**src/sv/ppf_pkg.sv**
```systemverilog
// Shared types and constants for the pair product finder.
// No dependencies; every other file of the block refers to this package by scoped names.
package ppf_pkg;

    // Width of the target product register and of the dividend.
    localparam int TARGET_BITS = 64;
    // Width of the value field on the input channel.
    localparam int IN_VALUE_BITS = 32;

    // Token that walks down the cell chain during a set lookup.
    typedef struct packed {
        logic valid;
        logic hit_q;   // quotient key seen so far
        logic hit_v;   // incoming value key seen so far
    } t_token;

    typedef enum logic [2:0] {
        ST_IDLE,
        ST_DIVIDE,
        ST_INJECT,
        ST_SCAN,
        ST_DECIDE,
        ST_EMIT
    } t_state;

endpackage

```
**src/sv/ppf_cell.sv**
```systemverilog
// One cell of the value set: holds one stored value and passes the lookup token on.
// Depends on ppf_pkg for the token type.
module ppf_cell #(
    parameter int VALUE_BITS = 32
) (
    input  logic                  i_clk,
    input  logic                  i_rst_n,
    input  logic [VALUE_BITS-1:0] i_key_q,
    input  logic [VALUE_BITS-1:0] i_key_v,
    input  logic                  i_inject,
    input  logic                  i_wr_en,
    input  ppf_pkg::t_token       i_tok,
    output ppf_pkg::t_token       o_tok
);

    logic [VALUE_BITS-1:0] r_value;
    ppf_pkg::t_token       r_tok;
    ppf_pkg::t_token       w_tok_in;

    always_comb begin
        if (i_inject) begin
            w_tok_in = '{valid: 1'b1, hit_q: 1'b0, hit_v: 1'b0};
        end else begin
            w_tok_in = i_tok;
        end
    end

    // The new value is broadcast on the value key bus at insertion time.
    always_ff @(posedge i_clk) begin
        if (i_wr_en) begin
            r_value <= i_key_v;
        end
    end

    always_ff @(posedge i_clk) begin
        if (!i_rst_n) begin
            r_tok <= '0;
        end else begin
            r_tok.valid <= w_tok_in.valid;
            r_tok.hit_q <= w_tok_in.valid && (w_tok_in.hit_q || (r_value == i_key_q));
            r_tok.hit_v <= w_tok_in.valid && (w_tok_in.hit_v || (r_value == i_key_v));
        end
    end

    assign o_tok = r_tok;

endmodule

```
**config.mk**
```make
export PLATFORM = sky130hd
export DESIGN_NAME = ppf_cell
export DESIGN_NICKNAME = d
export VERILOG_FILES = /design/src/sv/ppf_pkg.sv /design/src/sv/ppf_cell.sv
export SDC_FILE = /design/constraint.sdc
export NUM_CORES = 1
export LEC_CHECK = 0
export BUFFER_PORTS_ARGS = -buffer_cell sky130_fd_sc_hd__buf_4
export CAP_MARGIN = 20
export CORE_AREA = 2 2 64 66
export DETAILED_ROUTE_END_ITERATION = 7
export DIE_AREA = 0 0 66 68
export PLACE_DENSITY = 0.89
export REMOVE_ABC_BUFFERS = 1
export SLEW_MARGIN = 40
export SYNTH_ARGS = -nofsm -noshare
export SYNTH_HDL_FRONTEND = slang
export SYNTH_SLANG_ARGS = --single-unit
```
**constraint.sdc**
```tcl
create_clock -name i_clk -period 1.45 [get_ports i_clk]
set_clock_uncertainty 0.05 [all_clocks]
set_input_delay 0.29 -clock i_clk [delete_from_list [all_inputs] [get_ports i_clk]]
set_output_delay 0.29 -clock i_clk [all_outputs]
set_load 0.01 [all_outputs]
```
# --- Yosys cells after proc, flatten, opt, wreduce, memory -nomap -nowiden ---
# Index checks and enable logic that the tools add are counted.
word_totals:
  ff_bits: 35
  in_bits: 71
  out_inout_bits: 3
classes:
  n_eq_ne: 2
  n_mux: 1
  reduce_logical: 4
op_table:
  columns: ["op", "n"]
  rows:
  - ["equality test 32 bit", 2]
  - ["two-way mux 3 bit", 1]
  - ["logical AND 1 bit", 2]
  - ["logical OR 1 bit", 2]

# --- Longest topological paths before layout ---
logic_depth:
  word_depth: 3
  depth_mapped: 5

# --- Worst setup path after synthesis ---
# Ideal clock, no wire load.
synth_timing:
  kind: "register to register"
  from: "reg r_value[17]"
  to: "reg r_tok, in the netlist o_tok[1]"
  setup_ps: 65
  t_arrival_ps: 1070
  t_required_ps: 1335
  path_slack_ps: 265
  stages_incl_launch_ff: 6
  n_path_buf: 0
  synth_period_minus_slack_ps: 1185
  path_cell_list: "edfxtp_1 > xnor2_1 > nand4_1 > nor4_1 > a21oi_1 > nor2_1"
synth_between:
  elab_chain_cells: 3
synth_rtl:
  columns: ["item", "line", "rtl"]
  rows:
  - ["from (decl)", "ppf_cell.sv:16", "logic [VALUE_BITS-1:0] r_value;"]
  - ["from (signal assigned)", "ppf_cell.sv:31", "r_value <= i_key_v;"]
  - ["equality test 32 bit", "ppf_cell.sv:40", "r_tok.hit_q <= w_tok_in.valid && (w_tok_in.hit_q || (r_value == i_key_q));"]
  - ["logical OR 1 bit", "ppf_cell.sv:40", null]
  - ["logical AND 1 bit", "ppf_cell.sv:40", null]
  - ["to (decl)", "ppf_cell.sv:17", "ppf_pkg::t_token r_tok;"]
# Every way passes these cells.
# A chain may end at the register's enable or synchronous reset.

# --- Worst setup path after layout ---
layout_timing:
  from: "reg r_value[14]"
  to: "reg r_tok, in the netlist o_tok[1]"
# Same word-level chain as after synthesis.

==> out/qor_table.md <==
| Stage | Item | Reported |
| --- | --- | --- |
| floorplanning | Placeable core region | 0.003856 mm² |
| timing | Achievable frequency | 723.7 MHz |
| floorplanning | Starting Density | 45.26% |
| floorplanning | Number of I/O pins | 74 |
| clock network | Clock buffers created by TritonCTS | 5 |
| layout | Post-route standard cell area excluding fillers | 0.002534 mm² |
| floorplanning | Height of the chip | 68 µm |
| clock network | Sinks on Clock Net | 35 |
| timing | Setup ws final | 0.06828 ns |
| pwr | Power density relative to cell area | 1078 mW/mm² |
| critical path | Depth of the worst register-to-register path | 5 |
| synthesis | Distinct cell type count of the synthesized netlist | 10 |
| layout | Area of the multi-input gates | 754.5 µm² |
| layout | Area growth from synthesis to layout | 45.16% |
| pwr | Leakage dissipation | 0.9289 nW |
| layout | Fin nets | 279 |
| global routing | Global router's overall resource usage | 17.13% |
| pwr | Maximum ir drop on the vdd rail | 710.1 µV |
| timing | Final number of max-transition violations | 0 |
| placed design | Number of buffers added on ports | 73 |
| drt | Number of violations reported at the end of detailed-routing iteration 0 | 65 |
| pwr | Total power after layout | 2.730 mW |
| critical path | Type of the setup path with the least slack | reg2reg |
| drt | Routed wire length per instance | 13.80 µm |
| hold path | Kind of path behind the tightest hold check | in2reg |
| drt | Wire length after detailed routing | 3.574 mm |
| critical path | CP cell instances | xnor2_2 > nand4_1 > nor4_2 > a21oi_1 > nor2_1 |
| timing | Transition time at the pin with the least slew margin | 0.4170 ns |
| critical path | Register-to-Register Setup Slack | 0.07 ns |
| drt | First-pass iteration count of the detailed router | 4 |
| critical path | Crit path buffers/inverters | 0 |
| layout | Fill cell count | 302 |
| critical path | Kind of end point of the critical path | register |
| global routing | Remaining global-route overflow | 0 |
| synthesis | Gate count after technology mapping | 127 |
| synthesis | Post-synthesis average cell area | 13.74 µm² |
| critical path | WP data required | 1.63 ns |
| critical path | Startpoint of the worst-slack reg-to-reg timing path | r_value[14] |
| floorplanning | Die footprint | 0.004488 mm² |
| timing | Final Hold Fails | 0 |
| placed design | Placed Instance Area | 0.002356 mm² |
| placed design | HPWL after DPL | 2.945 mm |
| clock network | Clock slew at reported path FFs | 0.08 ns |
| critical path | Data arrival, critical path | 1.56 ns |
| critical path | Endpoint of the most critical setup path | o_tok[1] |
| outcome | Result of the run | finished clean |
| global routing | Number of antenna violations at the first check in global routing | 0 |
| global routing | Largest net degree at the start of global routing | 33 |
| synthesis | Netlist Area Pre-Place | 0.001745 mm² |
| clock network | Clock tree root buffer cell | clkbuf_8 |
| floorplanning | Floorplan row count | 23 |
| global routing | Number of global-route vias before repair | 1,298 |
| clock network | CTS tree | yes |
| critical path | Stages on the worst setup path | 5 |
| critical path | Critical path launch point type | register |
| critical path | Family with the most delay on the worst path | simple AND/OR/NAND/NOR gates |
| timing | Clock period minus worst slack | 1.382 ns |
| critical path | Maximum fanout encountered on the critical timing path | 2 |
| synthesis | Seq/Total Area, Yosys | 58.49% |
| timing | Worst slew slack as a fraction of its limit | 72.20% |
| clock network | Source-to-sink clock delay at the later pin of the worst-skew pair | 0.29 ns |
| synthesis | Share of the synthesized area in the top cell type | 55.05% |
| timing | Unrepaired setup endpoints after global routing | yes |
| timing | Fin Hold WS | 0.1425 ns |
| synthesis | Leading post-synthesis cells by cell area | edfxtp_1, xnor2_1, nand4_1 |
| clock network | Clock tree buffer depth | 2 |
| drt | Via density | 4.795 |
| timing | Number of endpoints failing setup at the final stage | 0 |
| global routing | Global-route wire length before repair | 5.616 mm |
| flow run | Max cap viols | 0 |
| layout | Storage cell area | 0.001021 mm² |
| layout | Share of cells above drive strength 1 | 41.63% |
| critical path | CP startpoint | r_value[14] |
| drt | Total number of vias | 1,242 |
| drt | DR DRC count | 0 |
| floorplanning | DIE WIDTH | 66 µm |
| timing | Final period utilization | 95.29% |
| clock network | Total number of H-tree levels | 2 |
| layout | N_diodes | 0 |
| synthesis | Yosys top cell by area | edfxtp_1 |
| placed design | Worst Setup Slack post-DPL | 0.005006 ns |
| critical path | Slowest cell delay on critical path | 0.44 ns |
| critical path | R2R Path End | o_tok[1] |
| drt | Antenna Nets Post-Route | 0 |
| critical path | Critical path's slowest cell | edfxtp_1 |
| synthesis | Post-synthesis register bit count | 35 |
| placed design | Routability congestion estimate from global placement | 0.6978 |
| synthesis | Warnings, synthesis | 0 |
==> how the worst min path moves through the flow <==
| stage | endpoint | cells past startpoint | from |
|---|---|---|---|
| 5_1_grt | r_value[19] | 1 | i_key_v[19] |
| 3_3_place_gp | r_value[19] | 1 | i_key_v[19] |
| 4_1_cts | r_value[19] | 1 | i_key_v[19] |
| 3_5_place_dp | r_value[15] | 1 | i_key_v[15] |
| 6_report | r_value[19] | 1 | i_key_v[19] |
| 2_1_floorplan | r_value[0] | 0 | i_key_v[0] |
==> timing repair <==
action	4_1_cts	5_1_grt
gates resized for setup	1	4
pin swaps	0	4
endpoints found under the setup margin	1	2
buffers inserted	0	1
hold buffers	0	0
==> power by group <==
group	leakage [nW]	switching [mW]	internal (mW)
Clock	0.0644	0.349	0.686
Combinational	0.527	0.157	0.287
Sequential	0.338	0.0619	1.19
Total	0.929	0.568	2.16
==> metrics by stage <==
step                std cells  TNS (ns)  util, %
floorplan                 127         0        -
global placement          250         0    61.10
CTS                       258         0    64.80
detailed placement        250         0    61.10
finish                    259         0    65.70
global route              259  -0.02499    65.70
==> cell usage in the layout, fill, tap and decap left out, types with 2 or more instances in the layout <==
master and count:
buf_4 74, xnor2_1 62, edfxtp_1 32, nand4_1 16
clkbuf_8 5, nor4_2 3, dfxtp_1 3, xnor2_2 2
nor2b_1 2, a21oi_1 2, nor2_1 2, bufinv_16 2
==> per-layer routing <==
layer	routed length, µm	global-route usage (%)
met1	1496	20.28
met2	1749	30.43
met3	319	5.757
met4	9	3.827
met5	0	0
==> kinds of logic (layout without fill, tap and decap cells) <==
kind of cell	count (synthesis)	count (layout)	share of synthesized area (%)
xor gates and xnor gates	64	64	32.11
DFF	35	35	58.49
AOI/OAI and AO/OA	3	3	0.8600
and+or+nand+nor	24	24	8.315
buffers and inverters	1	83	0.2148
==> cell type report <==
| type | instances | share of cell area, % |
|---|---|---|
| flip-flops and latches | 35 | 40.30 |
| multi-input cells | 91 | 29.78 |
| well taps | 50 | 2.469 |
| clock inverters | 3 | 2.667 |
| clock buffers | 5 | 2.716 |
| repair buffers | 74 | 21.93 |
| inverters | 1 | 0.1481 |
==> synth_stat cells <==
library cell  instances
xnor2_1              64
edfxtp_1             32
nand4_1              16
nor4_1                4
dfxtp_1               3
a21oi_1               2
nor2_1                2
nor2b_1               2
inv_1                 1
o21ai_0               1
==> registers in the layout, indices dropped and copies added (netlist names) <==
signal	count
r_value	32
o_tok	3
No activity file was read; power rests on OpenSTA's default activity.
