===== config.mk =====
export PLATFORM = sky130hd
export DESIGN_NAME = ppf_divider
export DESIGN_NICKNAME = d
export VERILOG_FILES = /design/src/sv/ppf_pkg.sv /design/src/sv/ppf_divider.sv
export SDC_FILE = /design/constraint.sdc
export NUM_CORES = 1
export LEC_CHECK = 0
export BUFFER_PORTS_ARGS = -buffer_cell sky130_fd_sc_hd__buf_2
export CORE_MARGIN = 3
export CORE_UTILIZATION = 50
export DETAILED_ROUTE_END_ITERATION = 8
export MAX_ROUTING_LAYER = met4
export PLACE_DENSITY = 0.89
export SYNTH_ARGS = -nofsm -noshare
export SYNTH_HDL_FRONTEND = slang
export SYNTH_SLANG_ARGS = --single-unit

===== constraint.sdc =====
create_clock -name i_clk -period 2.9 [get_ports i_clk]
set_input_delay 0.58 -clock i_clk [delete_from_list [all_inputs] [get_ports i_clk]]
set_output_delay 0.58 -clock i_clk [all_outputs]
set_load 0.05 [all_outputs]

===== src/sv/ppf_pkg.sv =====
// Shared types and constants for the pair product finder.
// No dependencies; every other file of the block refers to this package by scoped names.
package ppf_pkg;

    // Width of the target product register and of the dividend.
    localparam int TARGET_BITS = 64;
    // Width of the value field on the input channel.
    localparam int IN_VALUE_BITS = 32;

    // Token that walks down the cell chain during a set lookup.
    typedef struct packed {
        logic valid;
        logic hit_q;   // quotient key seen so far
        logic hit_v;   // incoming value key seen so far
    } t_token;

    typedef enum logic [2:0] {
        ST_IDLE,
        ST_DIVIDE,
        ST_INJECT,
        ST_SCAN,
        ST_DECIDE,
        ST_EMIT
    } t_state;

endpackage


===== src/sv/ppf_divider.sv =====
// Restoring unsigned divider, one quotient bit per cycle, for target / value magnitudes.
// Depends on ppf_pkg for the dividend width.
module ppf_divider #(
    parameter int DIVISOR_BITS = 32
) (
    input  logic                            i_clk,
    input  logic                            i_rst_n,
    input  logic                            i_start,
    input  logic [ppf_pkg::TARGET_BITS-1:0] i_dividend,
    input  logic [DIVISOR_BITS-1:0]         i_divisor,
    output logic                            o_done,
    output logic [ppf_pkg::TARGET_BITS-1:0] o_quot,
    output logic                            o_rem_zero
);

    localparam int TB    = ppf_pkg::TARGET_BITS;
    localparam int CNT_W = $clog2(TB + 1);

    logic [TB-1:0]           r_work;
    logic [DIVISOR_BITS-1:0] r_rem;
    logic [DIVISOR_BITS-1:0] r_divisor;
    logic [CNT_W-1:0]        r_cnt;
    logic                    r_done;
    logic [DIVISOR_BITS:0]   w_rem_sh;
    logic [DIVISOR_BITS:0]   w_diff;
    logic                    w_ge;

    // The partial remainder always stays below the divisor, so it fits its width.
    assign w_rem_sh = {r_rem, r_work[TB-1]};
    assign w_ge     = w_rem_sh >= {1'b0, r_divisor};
    assign w_diff   = w_rem_sh - {1'b0, r_divisor};

    always_ff @(posedge i_clk) begin
        if (!i_rst_n) begin
            r_cnt  <= '0;
            r_done <= 1'b0;
        end else begin
            r_done <= 1'b0;
            if (i_start) begin
                r_cnt <= CNT_W'(TB);
            end else if (r_cnt != '0) begin
                r_cnt <= r_cnt - CNT_W'(1);
                if (r_cnt == CNT_W'(1)) begin
                    r_done <= 1'b1;
                end
            end
        end
    end

    always_ff @(posedge i_clk) begin
        if (i_start) begin
            r_work    <= i_dividend;
            r_rem     <= '0;
            r_divisor <= i_divisor;
        end else if (r_cnt != '0) begin
            r_work <= {r_work[TB-2:0], w_ge};
            if (w_ge) begin
                r_rem <= w_diff[DIVISOR_BITS-1:0];
            end else begin
                r_rem <= w_rem_sh[DIVISOR_BITS-1:0];
            end
        end
    end

    assign o_done     = r_done;
    assign o_quot     = r_work;
    assign o_rem_zero = (r_rem == '0);

endmodule


Yosys cells after proc, flatten, opt, wreduce, memory -nomap -nowiden
Index checks and enable logic that the tools add are counted.
- register bits after elaboration: 136
- logic and storage cells: 23
- bits of input ports: 99
- output and inout bits: 66
- bitwise gates (word level): 2
- reduce and logical (&&, ||, !) cells: 5
- muxes and demuxes: 6
- eq/ne operators: 1
- $lt $le $gt $ge: 1
- $add $sub $neg: 2
- operators by type and width (kind ; number):
    2-to-1 mux 64 bit ; 2
    >= comparator 33 x 32 -> 1 bit ; 1
    zero test 32 bit ; 1
    2-to-1 mux 32 bit ; 1
    subtractor 32 bit ; 1
    2-to-1 mux 7 bit ; 2
    equality test 7 x 1 -> 1 bit, second input constant ; 1
    nonzero test 7 bit ; 1
    subtractor 7 x 1 -> 7 bit, second input constant ; 1
    OR reduction 3 bit ; 1
    inverter 1 bit ; 2
    nonzero test 2 bit ; 1
    OR reduction 2 bit ; 1
    2-to-1 mux 1 bit ; 1

Logic depth before layout (Yosys ltp)
- word-level depth: 3
- mapped depth: 13
- depth with buffers taken out: 11

Least setup slack after synthesis
OpenSTA, ideal clock, no wires.
- kind: reg2reg
- start point: register r_work[63], in the netlist o_quot[63]
- end point: register r_rem[26]
- cell stages (with the launch flop): 12
- library setup time: 0.145 ns
- data arrival time: 2.757 ns
- setup slack: -0.002 ns
- period minus slack after synthesis: 2.902 ns
- data required time: 2.755 ns
- buffers on the path: 0
- path through: edfxtp_1 > inv_1 > ha_1 > fa_1 > nand2b_1 > a21oi_1 > o311ai_1 > a211oi_1 > nor4_1 > or3b_2 > nand3_1 > a311oi_1
- cells in the longest elaborated chain, start to end: 2
- elaborated cells between the ends (all ways): 3
- classes of those cells: add/sub: 1; order compare: 1; mux: 1
- RTL lines (item ; RTL line ; text):
    from (decl) ; ppf_divider.sv:19 ; logic [TB-1:0] r_work;
    from (signal assigned) ; ppf_divider.sv:52 ; r_work <= i_dividend;
    from (signal assigned) ; ppf_divider.sv:56 ; r_work <= {r_work[TB-2:0], w_ge};
    subtractor 32 bit or >= comparator 33 x 32 -> 1 bit (tied branches) ; ppf_divider.sv:31, ppf_divider.sv:30 ;
    2-to-1 mux 32 bit (*) ; ppf_divider.sv:57 ; if (w_ge) begin
    to (signal assigned) ; ppf_divider.sv:58 ; r_rem <= w_diff[DIVISOR_BITS-1:0];
    to (signal assigned) ; ppf_divider.sv:60 ; r_rem <= w_rem_sh[DIVISOR_BITS-1:0];
    to (decl) ; ppf_divider.sv:20 ; logic [DIVISOR_BITS-1:0] r_rem;
Every way passes the cells marked *; elsewhere a longest branch is shown, timed or not.
A chain may end at the register's enable or synchronous reset.

Worst setup path in the final report
- start point: register r_divisor[23]
- end point: register r_rem[30]
- cells in the longest elaborated chain, start to end: 2
- elaborated cells between the ends (all ways): 3
- classes of those cells: add/sub: 1; order compare: 1; mux: 1
- RTL lines (item ; RTL line ; text):
    from (decl) ; ppf_divider.sv:21 ; logic [DIVISOR_BITS-1:0] r_divisor;
    from (signal assigned) ; ppf_divider.sv:54 ; r_divisor <= i_divisor;
    subtractor 32 bit or >= comparator 33 x 32 -> 1 bit (tied branches) ; ppf_divider.sv:31, ppf_divider.sv:30 ;
    2-to-1 mux 32 bit (*) ; ppf_divider.sv:57 ;
Marks and branches as above.

==> flow_summary.yaml <==
floorplan:
  die_area_mm2: 0.0167
  start_util_pct: 51.5
  ios: 165
  die_w_um: 129
  core_mm2: 0.0147
  die_h_um: 129
  placementRows: 44
clock_network:
  clk_transition_reported_paths_ns: 0.07
  cts-buffers-inserted: 17
  htreeDepth: 4
  insertion_delay_ns: 0.43
  cts_max_path_buffers: 2
  cts_tree: "built"
  postCtsHoldBufs: 0
  root_buffer: "clkbuf_16"
  cts_sinks: 136
pwr:
  power_density_mw_per_mm2: 1140
  irDropWorstVdd_mv: 0.719
  power_w: 0.0107
  p_leak_nw: 4.05
timing:
  period_needed_ns: 2.78
  worst_slack_ns: 0.123
  slew_headroom_pct: 43.8
  fmax_mhz: 360
  hold_ws_ns: 0.322
  worst_pin_slew_ns: 0.843
  setup_viol: 0
  finClkSkew_ns: 0.0112
  finalHoldViolCount: 0
  period_share_pct: 95.7
  report.final.slew_viol_count: 0
critical_path:
  crit_path_end: "r_rem[30]"
  worstReg2RegEnd: "r_rem[30]"
  crit_chain: "inv_1 -> ha_1 -> and2_0 -> nand3_1 -> nor3_2 -> a32oi_4 -> a2111oi_1 -> mux2i_1 -> o211a_1"
  regToRegStartpoint: "r_divisor[23]"
  worst-path-buf-inv: 1
  regToRegSetupSlack_ns: 0.12
  cp-start-kind: "flip-flop"
  arrival_ns: 3.10
  cpLargestDelayFamily: "compound AO/OA/AOI/OAI gates"
  crit_cells: 9
  max_stage_delay_ns: 0.50
  end_kind: "flip-flop"
  required_ns: 3.22
  startpoint: "r_divisor[23]"
  r2r_cells: 9
  cpMaxStageDelayCell: "a2111oi_1"
  cp_max_fo: 8
  crit_type: "reg -> reg"
synth:
  synthFlopType: "edfxtp_1"
  synth_edf_count: 96
  synth.avg_cell_area_um2: 10.6
  synthArstFlopShare_pct: 0
  syn-cell-area_mm2: 0.00757
  ys_seq_area_share_pct: 48.7
  syn-num-nets: 850
  syn_inst: 716
  yosys_warnings: 0
  ys_ff_latch: 136
  synth_cell_types: 64
detailed_routing:
  drt_wl_total_mm: 19.5
  drt-initial-drc-count: 586
  wl_per_cell_um: 18.0
  vias_per_cell: 5.83
  ant_nets: 0
  drtPass1Iterations: 6
  vias: 6322
  drc: 0
grt:
  grt_max_degree: 101
  grt_pass1_wl_mm: 30.7
  grt_overflow: 0
  grt_pass1_vias: 5988
  antenna_found_initial: 0
  track_usage_pct: 24.3
placement:
  dp_hpwl_mm: 13.8
  io_buffers: 164
  routabilityCongestion: 0.937
  dp_slack_ns: 0.0468
  place_inst: 1051
final_layout:
  stdcell_count: 1085
  drive_gt1_share_pct: 35.5
  diodes: 0
  fin_nets: 1022
  area_growth_pct: 23.6
  fin_util_pct: 63.7
flow_run:
  cap_violations: 0
outcome:
  status: "completed"
hold_path:
  worstHoldStart: "i_divisor[13]"
  worstHoldPathType: "in -> reg"
worst register-to-register path: stages, from the launching register on:
cell and delay (ns):
edfxtp_1 0.33, inv_1 0.04, ha_1 0.40, and2_0 0.39, nand3_1 0.21, nor3_2 0.28, a32oi_4 0.24, a2111oi_1 0.50
mux2i_1 0.14, o211a_1 0.15
where the power goes:
part | total (W) | internal, W | switching (W)
combinational | 0.00530 | 0.00180 | 0.00351
clock | 0.00220 | 0.00123 | 0.000962
sequential | 0.00322 | 0.00279 | 0.000424
total | 0.0107 | 0.00582 | 0.00489
cell type report:
class,instances,area (um^2)
Fill cell,1139,5340
Sequential cell,136,3680
Multi-Input combinational cell,506,3670
Timing Repair Buffer,185,1020
Clock buffer,17,425
Tap cell,184,230
Clock inverter,15,168
Inverter,42,158
metal layers:
layer	vias up	global-route usage, %	wire length [um]
met1	2987	31.0	8180
met2	304	37.4	9250
met5	-	-	0
li1	2994	-	-
met4	0	10.5	522
met3	37	5.23	1580
layout by cell type (no fill, tap or decap), drive strengths merged, types with 8 or more instances in the layout:
| master | instances |
|---|---|
| a21o | 21 |
| a21oi | 37 |
| a311oi | 24 |
| buf | 185 |
| clkbuf | 17 |
| dfxtp | 40 |
| edfxtp | 96 |
| ha | 34 |
| inv | 54 |
| mux2 | 64 |
| nand2 | 83 |
| nand3 | 12 |
| nand4 | 8 |
| nor2 | 61 |
| nor3 | 13 |
| nor4 | 10 |
| o21ai | 28 |
| xnor2 | 17 |
| xor2 | 9 |
metrics by stage:
stage	instance area (um^2)	setup TNS (ns)
finish	9360	0
global route	9360	-0.0708
CTS	9250	0
detailed placement	8650	0
global placement	8650	0
floorplan	7580	0
cell usage after synthesis (3+ instances only):
library cell	number	share of area [%]
xor2_1	9	1.0
o31ai_1	4	0.40
nor3_1	13	0.86
or3_1	5	0.41
mux2_2	64	9.5
a211oi_1	5	0.50
o21a_1	3	0.30
nand2b_1	7	0.58
edfxtp_1	96	38
nand3_1	12	0.79
ha_1	34	5.6
o21bai_1	7	0.69
nand4_1	8	0.66
dfxtp_1	40	11
o21ai_0	25	1.7
xnor2_1	17	2.0
buf_2	10	0.66
a21o_1	21	2.1
mux2i_1	5	0.66
a21boi_0	5	0.50
a21oi_1	37	2.4
buf_6	4	0.59
inv_1	42	2.1
clkbuf_1	16	0.79
and3_1	5	0.41
a311oi_1	24	2.8
nor4_1	9	0.74
nand2_1	82	4.1
nor2_1	60	3.0
a31oi_1	6	0.50
state kept, by name, indices dropped and copies added (netlist names):
register and flops:
r_rem 32, r_divisor 32, o_done 1, r_cnt 7
o_quot 64
how the worst min path moves through the flow:
stage,end,cells past startpoint
after CTS,r_divisor[13],1
after global routing,r_divisor[12],1
after detailed placement,r_cnt[6],2
after global placement,r_cnt[6],2
after floorplan,r_cnt[6],2
final,r_divisor[13],1
cells by family (layout without fill, tap and decap cells):
group | count (synthesis) | after routing | share of synthesized area [%]
AOI/OAI and AO/OA | 160 | 160 | 15.0
xor gates and xnor gates | 26 | 26 | 3.01
adders and majority gates | 35 | 35 | 5.88
buffers and inverters | 74 | 259 | 4.23
DFF | 136 | 136 | 48.7
muxes | 69 | 69 | 10.2
and+or+nand+nor | 216 | 216 | 13.1
timing repair:
item,CTS,global route
gates resized for setup,0,22
setup buffers,0,2
endpoints found under the setup margin,0,30
Power figures use the tool's default switching activity.
